[src/rtl/sih_ram.sv]
// ----------------------------------------------------------------------------
// sih_ram: generic single-port synchronous RAM
// One write or read per cycle, read data registered.
// ----------------------------------------------------------------------------
module sih_ram #(
  parameter int Width = 8,
  parameter int Depth = 32
) (
  input  logic                     clk,
  input  logic                     we,
  input  logic [$clog2(Depth)-1:0] addr,
  input  logic [Width-1:0]         wdata,
  output logic [Width-1:0]         rdata
);

  logic [Width-1:0] mem [Depth];

  // Write-first is not needed; read returns old contents.
  always_ff @(posedge clk) begin
    if (we) begin
      mem[addr] <= wdata;
    end
    rdata <= mem[addr];
  end

endmodule

[config.mk]
export PLATFORM = sky130hd
export DESIGN_NAME = sih_ram
export DESIGN_NICKNAME = d
export VERILOG_FILES = /design/src/rtl/sih_ram.sv
export SDC_FILE = /design/constraint.sdc
export NUM_CORES = 1
export LEC_CHECK = 0
export BUFFER_PORTS_ARGS = -buffer_cell sky130_fd_sc_hd__clkbuf_2
export CORE_MARGIN = 5
export CORE_UTILIZATION = 40
export DETAILED_ROUTE_END_ITERATION = 8
export GPL_ROUTABILITY_DRIVEN = 0
export GPL_TIMING_DRIVEN = 0
export PLACE_DENSITY_LB_ADDON = 0.12
export SLEW_MARGIN = 20
export SYNTH_ARGS = -nofsm -noshare
export SYNTH_HDL_FRONTEND = slang
export SYNTH_SLANG_ARGS = --single-unit
[constraint.sdc]
create_clock -name clk -period 3.9 [get_ports clk]
set_input_delay 0.39 -clock clk [delete_from_list [all_inputs] [get_ports clk]]
set_output_delay 0.39 -clock clk [all_outputs]
set_load 0.01 [all_outputs]
==> out/metrics.sh, run 1 <==
RESULT_OF_THE_RUN='completed'
TIMING.FINAL.CRIT_SHARE_PCT=63.1
SEQUENTIAL_CELL_AREA_UM2=7850
DRC_VIOLS=0
INITIALDRTVIOLATIONCOUNT=474
WORSTPATHARRIVAL_NS=2.61
REPORT.FINAL.SETUP_VIOL=0
CTSHOLDBUFFERS=0
P_SW_SHARE_PCT=20.5
CPMAXSTAGEDELAYCELL='nor2_1'
GRT_USE_TOTAL_PCT=16.4
GLOBALROUTEMET1UTIL_PCT=24.6
PWR-SHARE-COMB_PCT=4.7
FINAL_CELLS=978
CRIT_PATH_CELL_TRACE='clkbuf_1, buf_2, buf_2, nand3_1, nor2_1'
VDD_IR_DROP_MAX_mV=0.259
SLEW_HEADROOM_PCT=37.9
CTS.PATH.MAX_BUFFERS=3
CTS.REPORTEDPATHS.CLKPINSLEW_NS=0.06
SYN_AREA_PER_CELL_UM2=17.7
ANTENNA_FOUND_INITIAL=0
YOSYSWARNINGCOUNT=0
DIEAREA_UM2=28800
VIAS_PER_CELL=5.42
FIN_CRIT_NS=2.46
POST_CTS.RESIZED_INSTANCES=0
ROUTED_WL_UM=23400
NUM-FILL-CELLS=2165
PORT-BUFFER-COUNT=20
ANTENNA_CELLS=0
SLEW_VIOLATIONS=0
P_SW_W=0.00125
PIN_COUNT_OF_THE_BIGGEST_NET_ENTERING_GLOBAL_ROUTING=33
TIMING.CLOCK.SKEW_NS=0.00680
YS_TYPES=24
GRT_SETUP_UNREPAIRED='false'
ROOT_DRIVER='clkbuf_16'
MAX_FREQ_GHz=0.407
CTS_SETUP_BUFFERS=0
NUMCLOCKSINKS=264
DESIGN.PORTCOUNT=23
GRT_PASS1_WL_UM=35300
TOP_USAGE_LAYER='met2'
P_INT_W=0.00486
SYNTH.NET_COUNT=591
GR-USAGE-MET3_PCT=2.84
COREAREA_UM2=25200
TNS_NS=0
FIN_WS_NS=1.44
WORST_STAGE_DELAY_ON_THE_CRITICAL_PATH_NS=0.86
YS_FF_LATCH=264
CRITICAL_PATH.STARTPOINT='addr[1]'
HOLD_PATH.CLASS='in2reg'
TIMING.RR.START='mem[27][5]'
TIMING_WORST_SLEW_PIN_VALUE_NS=0.928
TRITONCTS='yes'
POWER.SHARE.CLOCK_PCT=43.5
PLACE_HPWL_UM=15700
START_UTIL_PCT=40.5
DP_WORST_SETUP_SLACK_NS=0.740
GRT_USE_MET2_PCT=25.0
CRIT_PATH_FREQUENT_CELL='buf_2'
SETUP.WORST_PATH.START_CLASS='primary input'
CAP_VIOLATIONS=0
DRTANTENNAVIOLNETS=0
SYNTHESIS.AREA_UM2=10200
LATEST_CLOCK_ARRIVAL_WITHIN_THE_WORST_SKEW_PAIR_NS=0.53
CTS_BUFFERS=28
PLACE.DETAILED.INSTANCES=926
DRTPASS1ITERATIONS=4
POWER_DENSITY_nW_PER_UM2=524
YS_SEQ_AREA_SHARE_PCT=76.9
CP-END-KIND='register'
CTS_MAX_LEVEL=1
TIMING.HOLD.WORST.START='wdata[7]'
SYN-INSTANCE-COUNT=576
DIE_WIDTH_UM=170
DIE_H_UM=170
TIMING.CRITICAL_PATH.FANOUT_MAX=10
GRT_PASS1_VIAS=5435
CRIT_TYPE='in2reg'
STATIC-LEAKAGE-POWER_nW=4.01
PROPORTION_OF_LAYOUT_CELLS_WITH_A_DRIVE_SUFFIX_ABOVE_1_PCT=14.4
WORST-ENDPOINT-REQUIRED_NS=4.05
TIMING.FINAL.HOLD_VIOLATIONS=0
SYNTHTOLAYOUTAREAGROWTH_PCT=14.3
FINALNETCOUNT=641
GR-TOTAL-OVERFLOW=0
DRT-WIRELENGTH-PER-CELL_UM=23.9
ROW_COUNT=58
MULTIINPUTGATEAREA_UM2=2200
DETAILROUTE.VIA_COUNT=5300
SEQUENTIAL_GROUP_SHARE_OF_TOTAL_POWER_PCT=51.8
## Yosys cell counts (all sizes together)
cell	instances	area, um2
nand3b	4	30.0
or4b	4	40.0
nor4	16	100
or4bb	1	11.3
dfxtp	8	160
nand4	1	6.26
nand2	10	37.5
nor2	29	109
nand4b	4	35.0
mux2i	128	1280
or3b	3	26.3
nor3	4	20.0
or3	1	6.26
o22ai	64	407
clkbuf	9	35.0
nand4bb	5	56.3
edfxtp	256	7690
or4	1	7.51
buf	26	140
nand3	2	10.0
## through the flow
step	hold WS, ns	util (%)	power (W)	instance area, um2
2_1_floorplan	0.489	-	0.00338	10200
3_3_place_gp	0.654	42.6	0.00351	10700
4_1_cts	0.521	46.3	0.00618	11700
5_1_grt	0.575	46.3	0.00634	11700
6_report	0.560	46.3	0.00611	11700
3_5_place_dp	0.649	42.6	0.00352	10700
## state kept, by name, summed over array words and instances (netlist names)
signal  count
mem       256
rdata       8
## layout make-up
type,count,share of cell area (%)
Buffer,35,1.50
Timing Repair Buffer,20,0.858
Clock buffer,33,6.35
Multi-Input combinational cell,277,18.9
Clock inverter,19,1.63
Sequential cell,264,67.2
Tap cell,330,3.54
## cell families (layout without fill, tap and decap cells)
| kind of cell | Yosys count | count (layout) | share of synthesized area (%) |
|---|---|---|---|
| and+or+nand+nor | 85 | 85 | 4.85 |
| AOI/OAI and AO/OA | 64 | 64 | 3.98 |
| muxes | 128 | 128 | 12.6 |
| DFF | 264 | 264 | 76.9 |
| buffers and inverters | 35 | 107 | 1.72 |
## final timing paths
check | cells past startpoint | endpoint | slack, ns
setup / recovery | 5 | mem[19][2] | 1.44
hold / removal | 1 | mem[25][7] | 0.56
hold reg to reg | 4 | rdata[6] | 0.66
setup reg to reg | 4 | rdata[5] | 2.19
## cell usage in the layout (no fill, tap or decap)
cell type,instances
edfxtp_1,256
clkinv_1,8
nand3_1,2
or3b_2,3
nor4_1,16
buf_1,2
buf_2,22
o22ai_1,63
dfxtp_1,8
nand3b_1,4
nand2_1,10
nand4bb_1,5
clkbuf_1,12
or4b_1,4
bufinv_16,4
or4bb_1,1
nand4_1,1
clkbuf_16,29
nor3_2,4
mux2i_1,128
nor2_1,29
clkinvlp_4,2
or3_1,1
nand4b_1,4
buf_6,2
or4_1,1
o22ai_2,1
clkbuf_2,21
clkinv_2,5
## routing by layer
layer / part of all wire, % / wire, um / up-vias
li1: - / - / 2426
met4: 2.0 / 459 / 0
met2: 46 / 10600 / 129
met1: 48 / 11200 / 2721
met3: 4.8 / 1120 / 24
met5: 0 / 0 / -
## power groups by stage
stage / clock, W / sequential, W / combinational, W
final: 0.00266 / 0.00317 / 0.000289
after global placement: 0 / 0.00323 / 0.000285
after floorplan: 0 / 0.00323 / 0.000149
after CTS: 0.00272 / 0.00317 / 0.000291
after detailed placement: 0 / 0.00323 / 0.000291
after global routing: 0.00286 / 0.00317 / 0.000311
## worst max-delay path, delay by kind of cell
kind	cells	cell delay, ns
and+or+nand+nor	2	1.30
buffers and inverters	3	0.92
Power figures use the tool's default switching activity.
==> run 2, diff against run 1 <==
ABC_AREA = 1   (was default)
clock period = 2.4 ns   (was 3.9 ns; I/O delays follow)
==> out/metrics.sh, run 2 <==
RESULT_OF_THE_RUN='completed'
POWER_DENSITY_nW_PER_UM2=784  # +50%
DPL-INSTANCE-AREA_UM2=11500  # +7.2%
REPORT.FINAL.SETUP_VIOL=0  # unchanged
SYN_AREA_PER_CELL_UM2=10.3  # -42%
DRT-WIRELENGTH-PER-CELL_UM=18.5  # -22%
GRT_SETUP_UNREPAIRED='false'
LATEST_CLOCK_ARRIVAL_WITHIN_THE_WORST_SKEW_PAIR_NS=0.53  # about the same
MAX_FREQ_GHz=0.455
FIN_CRIT_NS=2.20
DIEAREA_UM2=30900  # +7.2%
SYNTHTOLAYOUTAREAGROWTH_PCT=12.3
DESIGN.PORTCOUNT=23  # unchanged
DOMINANTREGCELLSYNTH='edfxtp_1'
LAYOUT_TOP_REGISTERS='mem x256, rdata x8'
PIN_COUNT_OF_THE_BIGGEST_NET_ENTERING_GLOBAL_ROUTING=33  # unchanged
SYNTH_MOST_COMMON_CELL='nand2_1'
FINISH.INSTANCE_AREA_UM2=12300  # +5.8%
TIMING_WORST_SLEW_PIN_VALUE_NS=0.901  # -0.0270 ns
TIMING.CLOCK.SKEW_NS=0.00765  # +0.000851 ns
STATIC-LEAKAGE-POWER_nW=5.12  # +28%
CAP_VIOLATIONS=0  # unchanged
PORT-BUFFER-COUNT=18  # -10%
CRITICAL_PATH.STARTPOINT='addr[1]'
INITIALDRTVIOLATIONCOUNT=475  # +0.21%
CTS.PATH.MAX_BUFFERS=3  # unchanged
DRC_VIOLS=0  # unchanged
VIAS_PER_CELL=4.77  # -12%
SETUP.WORST_PATH.START_CLASS='primary input'
TOTAL_POWER_W=0.00968  # +58%
CP-END-KIND='register'
COUNT_OF_FLIP_FLOPS_WITH_A_BUILT_IN_ENABLE_AFTER_SYNTHESIS=256  # unchanged
TIMING.RR.START='mem[14][4]'
CPMAXSTAGEDELAYCELL='nor2_1'
TIMING.FINAL.HOLD_VIOLATIONS=0  # unchanged
TIMING.HOLD.WS_NS=0.308  # -0.252 ns
GRT_PASS1_VIAS=6693  # +23%
SHARE_OF_FLIP_FLOPS_WITH_AN_ASYNCHRONOUS_SET_OR_RESET_PCT=0  # unchanged
GR-TOTAL-OVERFLOW=0  # unchanged
COREAREA_UM2=27000  # +7.3%
YS_TYPES=12  # -50%
NETLIST_TOP_CELLS_AREA='edfxtp_1 70%, nand2_1 23%, nor2_1 1.6%'
ANTENNA_FOUND_INITIAL=0  # unchanged
TIMING.REG2REG.SETUP_SLACK_NS=1.16  # -1.03 ns
SLEW_HEADROOM_PCT=39.7  # +1.8 points
TIMING.CRITICAL_PATH.FANOUT_MAX=10  # unchanged
PROPORTION_OF_LAYOUT_CELLS_WITH_A_DRIVE_SUFFIX_ABOVE_1_PCT=9.97  # -4.4 points
SYNTH_TOP_AREA_CELL='edfxtp_1'
LAYOUT_COMMONEST_CELL='nand2_1'
TRITONCTS='yes'
YS_SEQ_AREA_SHARE_PCT=71.4  # -5.5 points
DETAILROUTE.VIA_COUNT=7027  # +33%
TIMING.FINAL.CRIT_SHARE_PCT=91.6
SEQUENTIAL_CELL_AREA_UM2=7850  # unchanged
CTSHOLDBUFFERS=0  # unchanged
UTILIZATION_AFTER_LAYOUT_PCT=45.7  # -0.68 points
CTS_MAX_LEVEL=1  # unchanged
SYNTHESIS.AREA_UM2=11000  # +7.7%
ANTENNA_CELLS=0  # unchanged
CRIT_PATH_CELL_TRACE='clkbuf_2, buf_2, buf_2, nand3_1, nor2_1'
CTS_SETUP_BUFFERS=0  # unchanged
CRIT_PATH_FREQUENT_CELL='buf_2'
WORSTSETUPPATHDEPTH=5  # unchanged
DRTANTENNAVIOLNETS=0  # unchanged
TIMING.CRITICAL_PATH.TO='mem[26][0]'
WORST-PATH-BUF-INV=3  # unchanged
SLEW_VIOLATIONS=0  # unchanged
YS_FF_LATCH=264  # unchanged
NUM-FILL-CELLS=2577  # +19%
DIE_H_UM=176  # +3.5%
START_UTIL_PCT=40.7  # +0.13 points
PLACE_HPWL_UM=17400  # +11%
SYN-INSTANCE-COUNT=1063  # +85%
VDD_IR_DROP_MAX_mV=0.462  # +78%
WORSTPATHARRIVAL_NS=2.35  # -0.26 ns
SYNTH_TOP_AREA_SHARE_PCT=70.0  # -5.4 points
CTS_BUFFERS=29  # +3.6%
MULTIINPUTGATEAREA_UM2=2830  # +29%
WORST-R2R-CELL-COUNT=8  # +4
FLIP_FLOP_COUNT_OF_THE_LARGEST_REGISTER_ALL_COPIES_AND_WORDS_ADDED=256  # unchanged
DIE_WIDTH_UM=176  # +3.5%
MOSTFREQUENTLAYOUTCELLS='680 x nand2_1, 256 x edfxtp_1, 48 x nor2_1, 29 x clkbuf_16, 24 x buf_2'
FINALNETCOUNT=1127  # +76%
ROOT_DRIVER='clkbuf_16'
SYNTH.NET_COUNT=1078  # +82%
GRT_PASS1_WL_UM=41500  # +18%
TNS_NS=0  # unchanged
POST_CTS.RESIZED_INSTANCES=0  # unchanged
SYNTH.CELLS.MOST_FREQUENT='680 x nand2_1, 256 x edfxtp_1, 48 x nor2_1, 24 x buf_2, 13 x buf_4'
CRIT-REG2REG-CAPTURE='rdata[4]'
CRIT_TYPE='in2reg'
YOSYSWARNINGCOUNT=0  # unchanged
ROUTED_WL_UM=27300  # +17%
ROW_COUNT=60  # +3.4%
CPLARGESTDELAYFAMILY='simple AND/OR/NAND/NOR gates'
NUMCLOCKSINKS=264  # unchanged
CTS.REPORTEDPATHS.CLKPINSLEW_NS=0.06  # about the same
GRT_USE_TOTAL_PCT=17.8  # +1.4 points
REGMOSTFLOPS='mem'
WORST-ENDPOINT-REQUIRED_NS=2.55  # -1.50 ns
HOLD_PATH.CLASS='in2reg'
DRTPASS1ITERATIONS=5  # +1
WORST_STAGE_DELAY_ON_THE_CRITICAL_PATH_NS=0.89  # +0.03 ns
-- run 2: worst min-delay path by stage --
| stage | startpoint | to | slack [ns] | depth (start not counted) |
|---|---|---|---|---|
| 3_3_place_gp | rdata[5] | rdata[5] | 0.63 | 1 |
| 6_report | addr[3] | rdata[1] | 0.31 | 6 |
| 3_5_place_dp | rdata[2] | rdata[2] | 0.63 | 1 |
| 4_1_cts | addr[3] | rdata[1] | 0.29 | 6 |
| 5_1_grt | addr[3] | rdata[4] | 0.37 | 6 |
| 2_1_floorplan | wdata[0] | mem[0][0] | 0.34 | 0 |
-- run 2: cells by family (layout without fill, tap and decap cells) --
| family | after synthesis | count (layout) | synth area share [%] |
|---|---|---|---|
| and+or+nand+nor | 740 | 740 | 25.8 |
| DFF | 264 | 264 | 71.4 |
| buffers and inverters | 59 | 129 | 2.80 |
-- run 2: power by group --
part           switching [W]  internal (W)  total [W]
clock                0.00173       0.00220    0.00393
combinational       0.000453      0.000152   0.000605
sequential         0.0000157       0.00513    0.00514
-- run 2: metrics by stage --
| step | setup WS (ns) | cells |
|---|---|---|
| floorplan | 0.698 | 1063 |
| global placement | -0.268 | 1422 |
| detailed placement | -0.301 | 1422 |
| CTS | 0.260 | 1474 |
| global route | 0.130 | 1474 |
| finish | 0.201 | 1474 |
-- run 2: area by class of cell --
cell class / instances / area share (%)
Buffer: 46 / 2.10
Clock buffer: 34 / 6.03
Clock inverter: 18 / 0.750
Inverter: 13 / 0.395
Multi-Input combinational cell: 740 / 23.0
Sequential cell: 264 / 63.6
Tap cell: 341 / 3.46
Timing Repair Buffer: 18 / 0.730
-- run 2: worst register-to-register path, cell delays in order, from the launching register on --
cell      delay [ns]
edfxtp_1        0.37
nand2_1         0.07
nand2_1         0.04
nand2_1         0.07
nand2_1         0.06
nand2_1         0.10
nand2_1         0.09
nor2_1          0.22
nand2_1         0.10
-- run 2: metal layers --
metal  track usage, %  up-vias  routed length [um]
met5                0        -                   0
met4             3.51        0                 542
met3             2.32       35                1230
met2             27.7      150               12200
met1             27.1     3309               13400
li1                 -     3533                   -
